--- config.mk ---
export PLATFORM = sky130hd
export DESIGN_NAME = comment_string_span_tokenizer
export DESIGN_NICKNAME = d
export VERILOG_FILES = /design/src/design/csst_pkg.sv /design/src/design/comment_string_span_tokenizer.sv
export SDC_FILE = /design/constraint.sdc
export NUM_CORES = 1
export LEC_CHECK = 0
export BUFFER_PORTS_ARGS = -buffer_cell sky130_fd_sc_hd__buf_2
export CAP_MARGIN = 5
export CORE_ASPECT_RATIO = 0.5
export CORE_MARGIN = 4
export CORE_UTILIZATION = 35
export CTS_BUF_LIST = sky130_fd_sc_hd__clkbuf_16
export CTS_CLUSTER_SIZE = 24
export DETAILED_ROUTE_END_ITERATION = 16
export GPL_TIMING_DRIVEN = 0
export PLACE_DENSITY = 0.52
export RECOVER_POWER = 25
export REMOVE_ABC_BUFFERS = 1
export SYNTH_ARGS = -nofsm -noshare
export SYNTH_HDL_FRONTEND = slang
export SYNTH_SLANG_ARGS = --single-unit
--- constraint.sdc ---
create_clock -name clk -period 11.85 [get_ports clk]
set_clock_uncertainty 0.05 [all_clocks]
set_input_delay 0.5925 -clock clk [delete_from_list [all_inputs] [get_ports clk]]
set_output_delay 0.5925 -clock clk [all_outputs]
set_load 0.05 [all_outputs]
--- src/design/csst_pkg.sv ---
// Shared constants, types and helpers for the comment and string span tokenizer.
// Has no dependencies of its own.
`timescale 1ns / 1ps
`default_nettype none
package csst_pkg;

  localparam int CHAR_BITS = 16;
  localparam int POS_BITS  = 16;

  localparam logic [POS_BITS-1:0] POS_MAX = {POS_BITS{1'b1}};

  localparam logic [CHAR_BITS-1:0] CH_SLASH = CHAR_BITS'(8'h2F);
  localparam logic [CHAR_BITS-1:0] CH_STAR  = CHAR_BITS'(8'h2A);
  localparam logic [CHAR_BITS-1:0] CH_QUOTE = CHAR_BITS'(8'h22);

  localparam logic [1:0] MODE_PLAIN   = 2'd0;
  localparam logic [1:0] MODE_COMMENT = 2'd1;
  localparam logic [1:0] MODE_STRING  = 2'd2;

  localparam logic [2:0] KIND_PLAIN_BODY    = 3'd0;
  localparam logic [2:0] KIND_COMMENT_OPEN  = 3'd1;
  localparam logic [2:0] KIND_COMMENT_CLOSE = 3'd2;
  localparam logic [2:0] KIND_COMMENT_BODY  = 3'd3;
  localparam logic [2:0] KIND_STRING_OPEN   = 3'd4;
  localparam logic [2:0] KIND_STRING_CLOSE  = 3'd5;
  localparam logic [2:0] KIND_STRING_BODY   = 3'd6;

  localparam logic ACT_CHAR = 1'b0;
  localparam logic ACT_EOL  = 1'b1;

  typedef struct packed {
    logic [2:0]          kind;
    logic [POS_BITS-1:0] span_begin;
    logic [POS_BITS-1:0] span_end;
    logic                last;
  } span_t;

  function automatic logic [POS_BITS-1:0] sat_inc(input logic [POS_BITS-1:0] p);
    sat_inc = (p == POS_MAX) ? p : p + POS_BITS'(1);
  endfunction

endpackage
`default_nettype wire

--- src/design/comment_string_span_tokenizer.sv ---
// Top level of the comment and string span tokenizer: lexer state and result queue.
// Depends on csst_pkg.
`timescale 1ns / 1ps
`default_nettype none
// The input channel carries one item per transfer: a character of the current
// line (in_action low) or an end-of-line marker (in_action high). The result
// channel carries spans as kind, begin, end and a last flag that marks the
// final span caused by one input item; an item causes zero, one or two spans.
// The lexer state is updated in the cycle of the input transfer and the spans
// of that item are written into a four-entry result queue, which offers them
// in order on the result channel. The block
// takes one input item per cycle as long as the queue has room for two spans;
// the queue drains one span per cycle, so items that cause two spans are
// limited by the result channel to one span per cycle. When the receiver
// stalls, the queue fills and in_ready falls once fewer than two entries are
// free. A synchronous active-low reset empties the queue and returns the
// lexer to plain mode at position zero with nothing held.
module comment_string_span_tokenizer (
  input  wire logic                          clk,
  input  wire logic                          rst_n,
  input  wire logic                          in_valid,
  output logic                               in_ready,
  input  wire logic                          in_action,
  input  wire logic [csst_pkg::CHAR_BITS-1:0] in_character,
  output logic                               out_valid,
  input  wire logic                          out_ready,
  output logic [2:0]                         out_span_kind,
  output logic [csst_pkg::POS_BITS-1:0]      out_span_begin,
  output logic [csst_pkg::POS_BITS-1:0]      out_span_end,
  output logic                               out_last_of_run
);
  import csst_pkg::*;

  logic [1:0]          mode_r, mode_nxt;
  logic                held_r, held_nxt;
  logic [POS_BITS-1:0] pos_r, pos_nxt;
  logic [POS_BITS-1:0] last_r, last_nxt;

  span_t      queue_r [4];
  logic [1:0] head_r, tail_r;
  logic [2:0] count_r, count_nxt;

  logic                accept, pop;
  logic                body_v, mark_v;
  logic [POS_BITS-1:0] flush_end, mark_begin, p_dec, p_inc;
  logic [2:0]          body_kind, mark_kind;
  span_t               body_s, mark_s;
  logic [1:0]          push_n;

  assign accept = in_valid && in_ready;
  assign pop    = out_valid && out_ready;
  assign p_dec  = (pos_r == '0) ? pos_r : pos_r - POS_BITS'(1);
  assign p_inc  = sat_inc(pos_r);

  always_comb begin
    case (mode_r)
      MODE_COMMENT: body_kind = KIND_COMMENT_BODY;
      MODE_STRING:  body_kind = KIND_STRING_BODY;
      default:      body_kind = KIND_PLAIN_BODY;
    endcase
  end

  always_comb begin
    mode_nxt   = mode_r;
    held_nxt   = 1'b0;
    pos_nxt    = p_inc;
    last_nxt   = last_r;
    mark_v     = 1'b0;
    mark_kind  = KIND_PLAIN_BODY;
    mark_begin = pos_r;
    flush_end  = pos_r;
    if (in_action == ACT_EOL) begin
      pos_nxt  = '0;
      last_nxt = '0;
    end else if (held_r && mode_r == MODE_COMMENT && in_character == CH_SLASH) begin
      flush_end  = p_dec;
      mark_v     = 1'b1;
      mark_kind  = KIND_COMMENT_CLOSE;
      mark_begin = p_dec;
      mode_nxt   = MODE_PLAIN;
    end else if (held_r && mode_r != MODE_COMMENT && mode_r != MODE_STRING &&
                 in_character == CH_STAR) begin
      flush_end  = p_dec;
      mark_v     = 1'b1;
      mark_kind  = KIND_COMMENT_OPEN;
      mark_begin = p_dec;
      mode_nxt   = MODE_COMMENT;
    end else if (mode_r == MODE_STRING) begin
      if (in_character == CH_QUOTE) begin
        mark_v    = 1'b1;
        mark_kind = KIND_STRING_CLOSE;
        mode_nxt  = MODE_PLAIN;
      end
    end else if (mode_r == MODE_COMMENT) begin
      held_nxt = (in_character == CH_STAR);
    end else begin
      if (in_character == CH_QUOTE) begin
        mark_v    = 1'b1;
        mark_kind = KIND_STRING_OPEN;
        mode_nxt  = MODE_STRING;
      end else begin
        held_nxt = (in_character == CH_SLASH);
      end
    end
    body_v = (in_action == ACT_EOL || mark_v) && (last_r < flush_end);
    if (mark_v && in_action != ACT_EOL) begin
      last_nxt = p_inc;
    end
  end

  always_comb begin
    body_s.kind       = body_kind;
    body_s.span_begin = last_r;
    body_s.span_end   = flush_end;
    body_s.last       = !mark_v;
    mark_s.kind       = mark_kind;
    mark_s.span_begin = mark_begin;
    mark_s.span_end   = p_inc;
    mark_s.last       = 1'b1;
    push_n            = {1'b0, body_v} + {1'b0, mark_v};
    count_nxt         = count_r;
    if (accept) begin
      count_nxt = count_nxt + {1'b0, push_n};
    end
    if (pop) begin
      count_nxt = count_nxt - 3'd1;
    end
  end

  assign in_ready        = (count_r < 3'd3);
  assign out_valid       = (count_r != 3'd0);
  assign out_span_kind   = queue_r[head_r].kind;
  assign out_span_begin  = queue_r[head_r].span_begin;
  assign out_span_end    = queue_r[head_r].span_end;
  assign out_last_of_run = queue_r[head_r].last;

  always_ff @(posedge clk) begin
    if (!rst_n) begin
      mode_r  <= MODE_PLAIN;
      held_r  <= 1'b0;
      pos_r   <= '0;
      last_r  <= '0;
      head_r  <= '0;
      tail_r  <= '0;
      count_r <= '0;
    end else begin
      count_r <= count_nxt;
      if (pop) begin
        head_r <= head_r + 2'd1;
      end
      if (accept) begin
        mode_r <= mode_nxt;
        held_r <= held_nxt;
        pos_r  <= pos_nxt;
        last_r <= last_nxt;
        tail_r <= tail_r + push_n;
      end
    end
  end

  always_ff @(posedge clk) begin
    if (accept) begin
      if (body_v) begin
        queue_r[tail_r] <= body_s;
      end
      if (mark_v) begin
        queue_r[tail_r + {1'b0, body_v}] <= mark_s;
      end
    end
  end

endmodule
`default_nettype wire
# == Yosys cells after proc, flatten, opt, wreduce, memory -nomap -nowiden ==
# Memory sizes are Yosys's and may differ from the RTL's. A register that Yosys moved wholly into a read port is not among the register bits.
# Cells that the tools add are included.
# op_classes
addsub,8
n_lt_le_gt_ge,2
n_eq_ne,9
n_mux,44
bitwise,1
n_reduce_logical,17
# op_table
cell,count
$mux 16,8
$eq 16x6->1 const B,3
$mux 3,9
$mux 1,18
$add 16x1->16 const B,1
$eq 16x16->1 const B,1
$logic_not 16->1,1
$lt 16x16->1,1
$mux 2,8
$sub 16x1->16 const B,1
$logic_and 1x1->1,9
$pmux 3 s2,1
$reduce_bool 3->1,2
$ne 4x1->1 const B,1
$reduce_and 4->1,1
$add 3x2->3,1
$lt 3x2->1 const B,1
$sub 3x1->3 const B,1
$add 1x1->2,1
$add 2x1->2,1
$add 2x1->2 const B,1
$add 2x2->2,1
$eq 2x1->1 const B,1
$eq 2x2->1 const B,1
other kinds (7),7
# totals
reg_bits,42
ramBits,144
input_bits,21
out_inout_bits,38
memories,1
# mem_list
memory,depth,width,read_ports,rd_clocked_by_memory_dff,write_ports,line_no,rtl
queue_r,4,36,1,1,2,comment_string_span_tokenizer.sv:39,span_t queue_r [4];

# == Logic depth before layout (Yosys ltp) ==
# Gate-level depths: netlist of run 1.
# logic_depth
depth_word,14
ltp_mapped,26
mapped_depth_nobuf,24

# == Worst setup path before layout of run 1 ==
# Ideal clock, no wire load.
# synth_path
kind,reg-to-reg
startpoint,register mode_r[1]
endpoint,memory queue_r[0][10] (netlist bit) (enable)
t_arrival_ps,6461
t_required_ps,11324
slack_ps,4864
stages_incl_launch_ff,18
n_path_buf,2
path_cell_list,dfxtp_1 inv_1 ha_1 buf_6 or4_4 a21o_4 nor3_1 nand3_1 xnor2_1 inv_1 ha_1 and3_1 a221o_1 o211ai_1 and3_1 clkbuf_1 nand2_1 o21ai_0
# synth_lines
item,line_no,rtl
from (decl),comment_string_span_tokenizer.sv:34,"logic [1:0] mode_r, mode_nxt;"
from (signal assigned),comment_string_span_tokenizer.sv:152,mode_r <= mode_nxt;
to (decl),comment_string_span_tokenizer.sv:39,

==> results of run 1 <==
[state kept, by name (all words and copies together) (netlist names), named ones only]
name and flops:
head_r 2, pos_r 16, tail_r 2, last_r 16, mode_r 2, count_r 3, queue_r 144, held_r 1
[placed cells by master (no fill, tap or decap), types with 17 or more instances in the layout]
cell       instances
xnor2_1           17
nand4_1           18
dfxtp_1           47
a21oi_1           22
and2_0            17
nand3_1           69
nand2_1           77
ha_1              25
edfxtp_1         140
nor2_1            44
o21ai_0          115
o22ai_1           37
clkbuf_1          38
buf_2             21
mux4_2            36
clkbuf_16         17
[layer usage]
metal | vias up | GRT usage | wire, um
met3 | 38 | 0.0468 | 2590
li1 | 3758 | - | -
met5 | - | 0 | 0
met1 | 4074 | 0.282 | 15000
met2 | 342 | 0.300 | 14700
met4 | 0 | 0.0362 | 382
[cells by family (layout without fill, tap and decap cells)]
kind of cell | Yosys count | after routing | synth area share
simple gates | 350 | 350 | 0.181
compound gates | 248 | 248 | 0.149
flops | 188 | 188 | 0.487
buf+inv | 95 | 114 | 0.0462
mux | 44 | 44 | 0.0840
xor+xnor | 27 | 27 | 0.0223
fa+ha+maj | 26 | 26 | 0.0314
[worst max-delay path by stage]
stage / start / end / slack, ps / cells past startpoint
floorplan: mode_r[1] / queue_r[0][10] / 4030 / 18
global placement: in_character[6] / queue_r[0][26] / -1490 / 17
detailed placement: in_character[6] / queue_r[2][14] / 3430 / 19
CTS: pos_r[0] / queue_r[2][14] / 3670 / 20
global route: pos_r[0] / queue_r[3][24] / 1970 / 19
finish: pos_r[0] / queue_r[3][32] / 2380 / 19
[cell type report]
class	instances	share of cell area
inverters	13	0.00417
flip-flops and latches	188	0.441
multi-input cells	695	0.426
repair buffers	69	0.0363
well taps	391	0.0418
clock inverters	15	0.0138
clock buffers	17	0.0363
[tightest hold or removal path, delay by kind of cell (launching register included)]
family	cells	cell delay (ps)
flip-flops	1	330
multiplexers	1	70
AND/OR/NAND/NOR	1	60
[power by group]
part           internal (mW)  leakage, nW  total, mW  switching (mW)
Sequential             0.712         1.73      0.758          0.0458
Combinational          0.118         1.59      0.364           0.246
Clock                  0.316        0.292      0.592           0.276
==> metrics.txt, run 1 <==
outcome=finished with violations; failing checks=capacitance limit, slew limit; P_leak=roughly 3.6 nW; Post-Synthesis Cell Area=10600 um^2; Post-Route Utilization=0.397; CTS Buf Count=17; non-filler instance count after layout=~1400; worst path required time=around 12000 ps; Post-DP Area=about 11000 um^2; area share of the largest cell type after synthesis=0.396; area of the multi-input gates=between 4000 and 5000 um^2; CP Buf/Inv Count=4; # IOs=between 50 and 60; vias in the first global route=between 7000 and 8000; full die area=around 33000 um^2; max-slew violations=between 90 and 100; CP arrival=approximately 9600 ps; Final HPWL DP=between 20000 and 25000 um; relative slew slack=-0.914; Max Cap Viol=4; initial core utilization=0.360; placer's final routability congestion estimate=about 0.87; chip height=approximately 130 um; antenna-violating nets left=0; ant diodes=0; Hold Crit Class=reg2reg; Hold Fails Final Rpt=0; cell count after synthesis=978; P&R area growth vs syn=10.3%; router iterations before antenna repair=6; Slew @ Worst Pin=~2900 ps; Crit Reg-Reg Endpoint=queue_r[3][32]; DR iter-0 viols=slightly above 1000; WS Path Type=reg2reg; number of synthesized register bits=188; Final min period=around 9500 ps; Most used DFF post-synth=edfxtp_1; origin of the critical flop-to-flop path=pos_r[0]; grt ovf=0; Synth cell types=80; Ys Warns=0; Clk Tree Root Cell=clkbuf_16; Synth async-reset ratio=0; first-pass GRT wire length=just under 50000 um; R2R Setup Slk=about 2400 ps; final hold slack=approximately 430 ps; hold_buf cts=0; share of cells above drive strength 1=0.132; EDFF count, synth=140; Clock Latency Late Sink=between 400 and 500 ps; count of final setup violators=0; routed wire length=~33000 um; crit-path max FO=29; Setup Buffers After CTS=0; fin area=between 10000 and 15000 um^2; RSZ-0062 raised after global routing=no; most common cell in the netlist=edfxtp_1; Setup crit end kind=register; Residual DRC=0; CP Launch Type=register; total power divided by cell area=around 150 nW/um^2; Crit path max-delay family=simple AND/OR/NAND/NOR gates; Sink Count=about 190; Final Power=1.71 mW; Tcrit/Tclk final=0.799; Post-Place Cells=1356; maximum vdd ir drop=between 0.1 and 0.15 mV; worst stage delay on the critical path=between 1000 and 1500 ps; top cells by area, synth=edfxtp_1, dfxtp_1, mux4_2, o21ai_0, nand3_1; CORE AREA=about 29000 um^2; H-tree levels=4; worst hold start=queue_r[0][0]; register area share after synthesis=0.487; FILL cells=2832; IO buf count=between 50 and 60; Synth top cells by count=edfxtp_1, o21ai_0, nand2_1, nand3_1, clkbuf_1; Vias/cell=between 5 and 6; CTS clk-pin slew, worst paths=~80 ps; nets@finish=slightly above 1000; Post-CTS Resized=0; Fmax=0.106 GHz; setup TNS=0 ps; CP max stage cell=clkbuf_1; FF+latch area=5170 um^2; Longest Clk Path Bufs=2; r2r worst-path depth=19; Hold Crit Depth=2; largest net degree at the start of global routing=52; worst-path cell chain=inv_1 > ha_1 > nor4b_1 > and4_1 > nor3_1 > nand3_1 > xnor2_1 > inv_1 > ha_1 > and3_1 > a221o_1 > o211ai_1 > nand3_1 > nor3_1 > ha_1 > nand3_1 > clkbuf_1 > nand2_2 > buf_12; initial antenna violation count=0; cell taking the most area after synthesis=edfxtp_1; via count=slightly above 8000; DP Worst Slack=around 3400 ps; Setup WS post-layout=roughly 2400 ps; Hold Path End=queue_r[0][0]; Die Wd=~250 um; row count=44; syn avg cell area=about 11 um^2; Total Routing Usage GR=0.194; TritonCTS clock tree=done; WL per Instance=23.5 um
Note: power is estimated with default switching activity, not from simulation.
==> run 2: changes to the inputs <==
==> constraint.sdc (replaced) <==
create_clock -name clk -period 9.45 [get_ports clk]
set_clock_uncertainty 0.05 [all_clocks]
set_input_delay 0.4725 -clock clk [delete_from_list [all_inputs] [get_ports clk]]
set_output_delay 0.4725 -clock clk [all_outputs]
set_load 0.05 [all_outputs]
==> run 2 against run 1 <==
Effect of this change:
- first-iteration DRC count down 3.7%
- setup slack lost 1400 ps
- routed wire length fell by 0.15%
- non-clock buffer count unchanged
- largest cell class unchanged
- core utilization grew 0.077 points
- cell count is the same
- combinational power rose by 26%
- the flow still finishes with violations (capacitance limit, slew limit)
- via count is 0.38% higher
==> metrics.txt, run 2 (same netlist as run 1, synthesis figures left out) <==
outcome=finished with violations; failing checks=capacitance limit, slew limit; share of cells above drive strength 1=0.135; Clock Latency Late Sink=approximately 450 ps; CORE AREA=29500 um^2; most frequent cells in the layout=edfxtp_1, o21ai_0, nand2_1, nand3_1, dfxtp_1; P_leak=~3.6 nW; Slew @ Worst Pin=a little under 3000 ps; grt ovf=0; RSZ-0062 raised after global routing=no; Die Wd=about 250 um; CTS Buf Count=17; Max Cap Viol=3; CP max stage cell=dfxtp_1; Setup WS post-layout=roughly 940 ps; # IOs=a little under 60; Longest Clk Path Bufs=2; FILL cells=approximately 2800; CTS clk-pin slew, worst paths=80 ps; TritonCTS clock tree=done; final hold slack=between 400 and 500 ps; Post-CTS Resized=0; routed wire length=between 30000 and 40000 um; Final HPWL DP=roughly 22000 um; DR iter-0 viols=just under 1000; P&R area growth vs syn=10.5%; maximum vdd ir drop=0.131 mV; worst path required time=9630 ps; nets@finish=1031; WS Path Type=reg2reg; DP Worst Slack=approximately 1100 ps; most used cell, CP=ha_1; Fmax=between 0.1 and 0.15 GHz; initial antenna violation count=0; initial core utilization=0.360; area of the multi-input gates=between 4000 and 5000 um^2; count of final setup violators=0; Sink Count=~190; Setup Buffers After CTS=0; Largest regs=queue_r x144, last_r x16, pos_r x16; CP Launch Type=register; FF+latch area=5170 um^2; r2r worst-path depth=20; chip height=between 100 and 150 um; Hold Crit Class=reg2reg; worst stage delay on the critical path=around 790 ps; router iterations before antenna repair=6; Clk Tree Root Cell=clkbuf_16; Tcrit/Tclk final=0.900; crit-path max FO=22; commonest non-fill, non-tap cell in the layout=edfxtp_1; top sig layer=met4; first-pass GRT wire length=around 49000 um; IO buf count=58; placer's final routability congestion estimate=between 0.8 and 0.9; met1 WL=between 10000 and 15000 um; Residual DRC=0; wire length on met3=2810 um; H-tree levels=4; total power divided by cell area=approximately 180 nW/um^2; met2 WL=between 10000 and 15000 um; Post-Route Utilization=0.398; WL per Instance=~24 um; CP arrival=~8700 ps; row count=between 40 and 50; setup TNS=0 ps; antenna-violating nets left=0; via count=about 8200; Largest Register=queue_r; full die area=roughly 33000 um^2; vias in the first global route=7827; Total Routing Usage GR=0.194; Hold Crit Depth=2; worst-path cell chain=inv_1 > ha_1 > nor4b_1 > and4_1 > nor3_1 > nand3_1 > xnor2_1 > inv_1 > ha_1 > and3_1 > a221o_1 > o211ai_1 > nand3_2 > nor3_1 > ha_1 > xnor2_1 > or3_2 > buf_12 > nand3_1 > o32ai_1; Setup crit end kind=register; hold_buf cts=0; relative slew slack=-0.923; largest net degree at the start of global routing=52; max-slew violations=66; ant diodes=0; Vias/cell=around 5.9; number of flip-flops in the largest register=144; Final min period=8510 ps; Hold Fails Final Rpt=0
==> run 2: cell types whose count changed in the layout (fill, tap and decap cells not counted), sizes merged <==
cell / previous run / this run
buf: 31 / 32
clkbuf: 55 / 54
==> run 2: final cells by class <==
type | count | area share
Sequential cell | 188 | 0.441
Timing Repair Buffer | 69 | 0.0377
Clock buffer | 17 | 0.0363
Clock inverter | 15 | 0.0138
Multi-Input combinational cell | 695 | 0.426
Inverter | 13 | 0.00416
Tap cell | 391 | 0.0417
==> run 2: layer usage <==
metal | vias up | global-route usage
met2 | 354 | 0.300
met4 | 0 | 0.0362
met5 | - | 0
met3 | 23 | 0.0468
met1 | 4109 | 0.282
li1 | 3757 | -
==> run 2: final timing paths <==
| path | from | end | slack (ps) |
|---|---|---|---|
| hold / removal | queue_r[0][0] | queue_r[0][0] | 430 |
| setup / recovery | pos_r[0] | queue_r[2][6] | 940 |
| hold reg to reg | queue_r[0][0] | queue_r[0][0] | 430 |
| setup reg to reg | pos_r[0] | queue_r[2][6] | 940 |
==> run 2: worst max-delay path: cells and delay by family (launching register included) <==
kind,cells,cell delay (ps)
compound gates,3,1050
xor+xnor,2,880
fa+ha+maj,3,940
buf+inv,3,680
flops,1,790
simple gates,9,3860
==> run 2: power by group <==
part           internal (mW)  total (mW)  switching, mW
Combinational          0.148       0.457          0.309
Clock                  0.396       0.743          0.347
Sequential             0.893       0.951         0.0574
==> run 2: per-stage QoR <==
| step | cells | power, mW | area [um^2] |
|---|---|---|---|
| floorplan | 896 | 1.32 | 10200 |
| global placement | 1345 | 1.44 | 10900 |
| detailed placement | 1356 | 1.44 | 11200 |
| CTS | 1388 | 2.18 | 11800 |
| global route | 1388 | 2.23 | 11700 |
| finish | 1388 | 2.15 | 11700 |
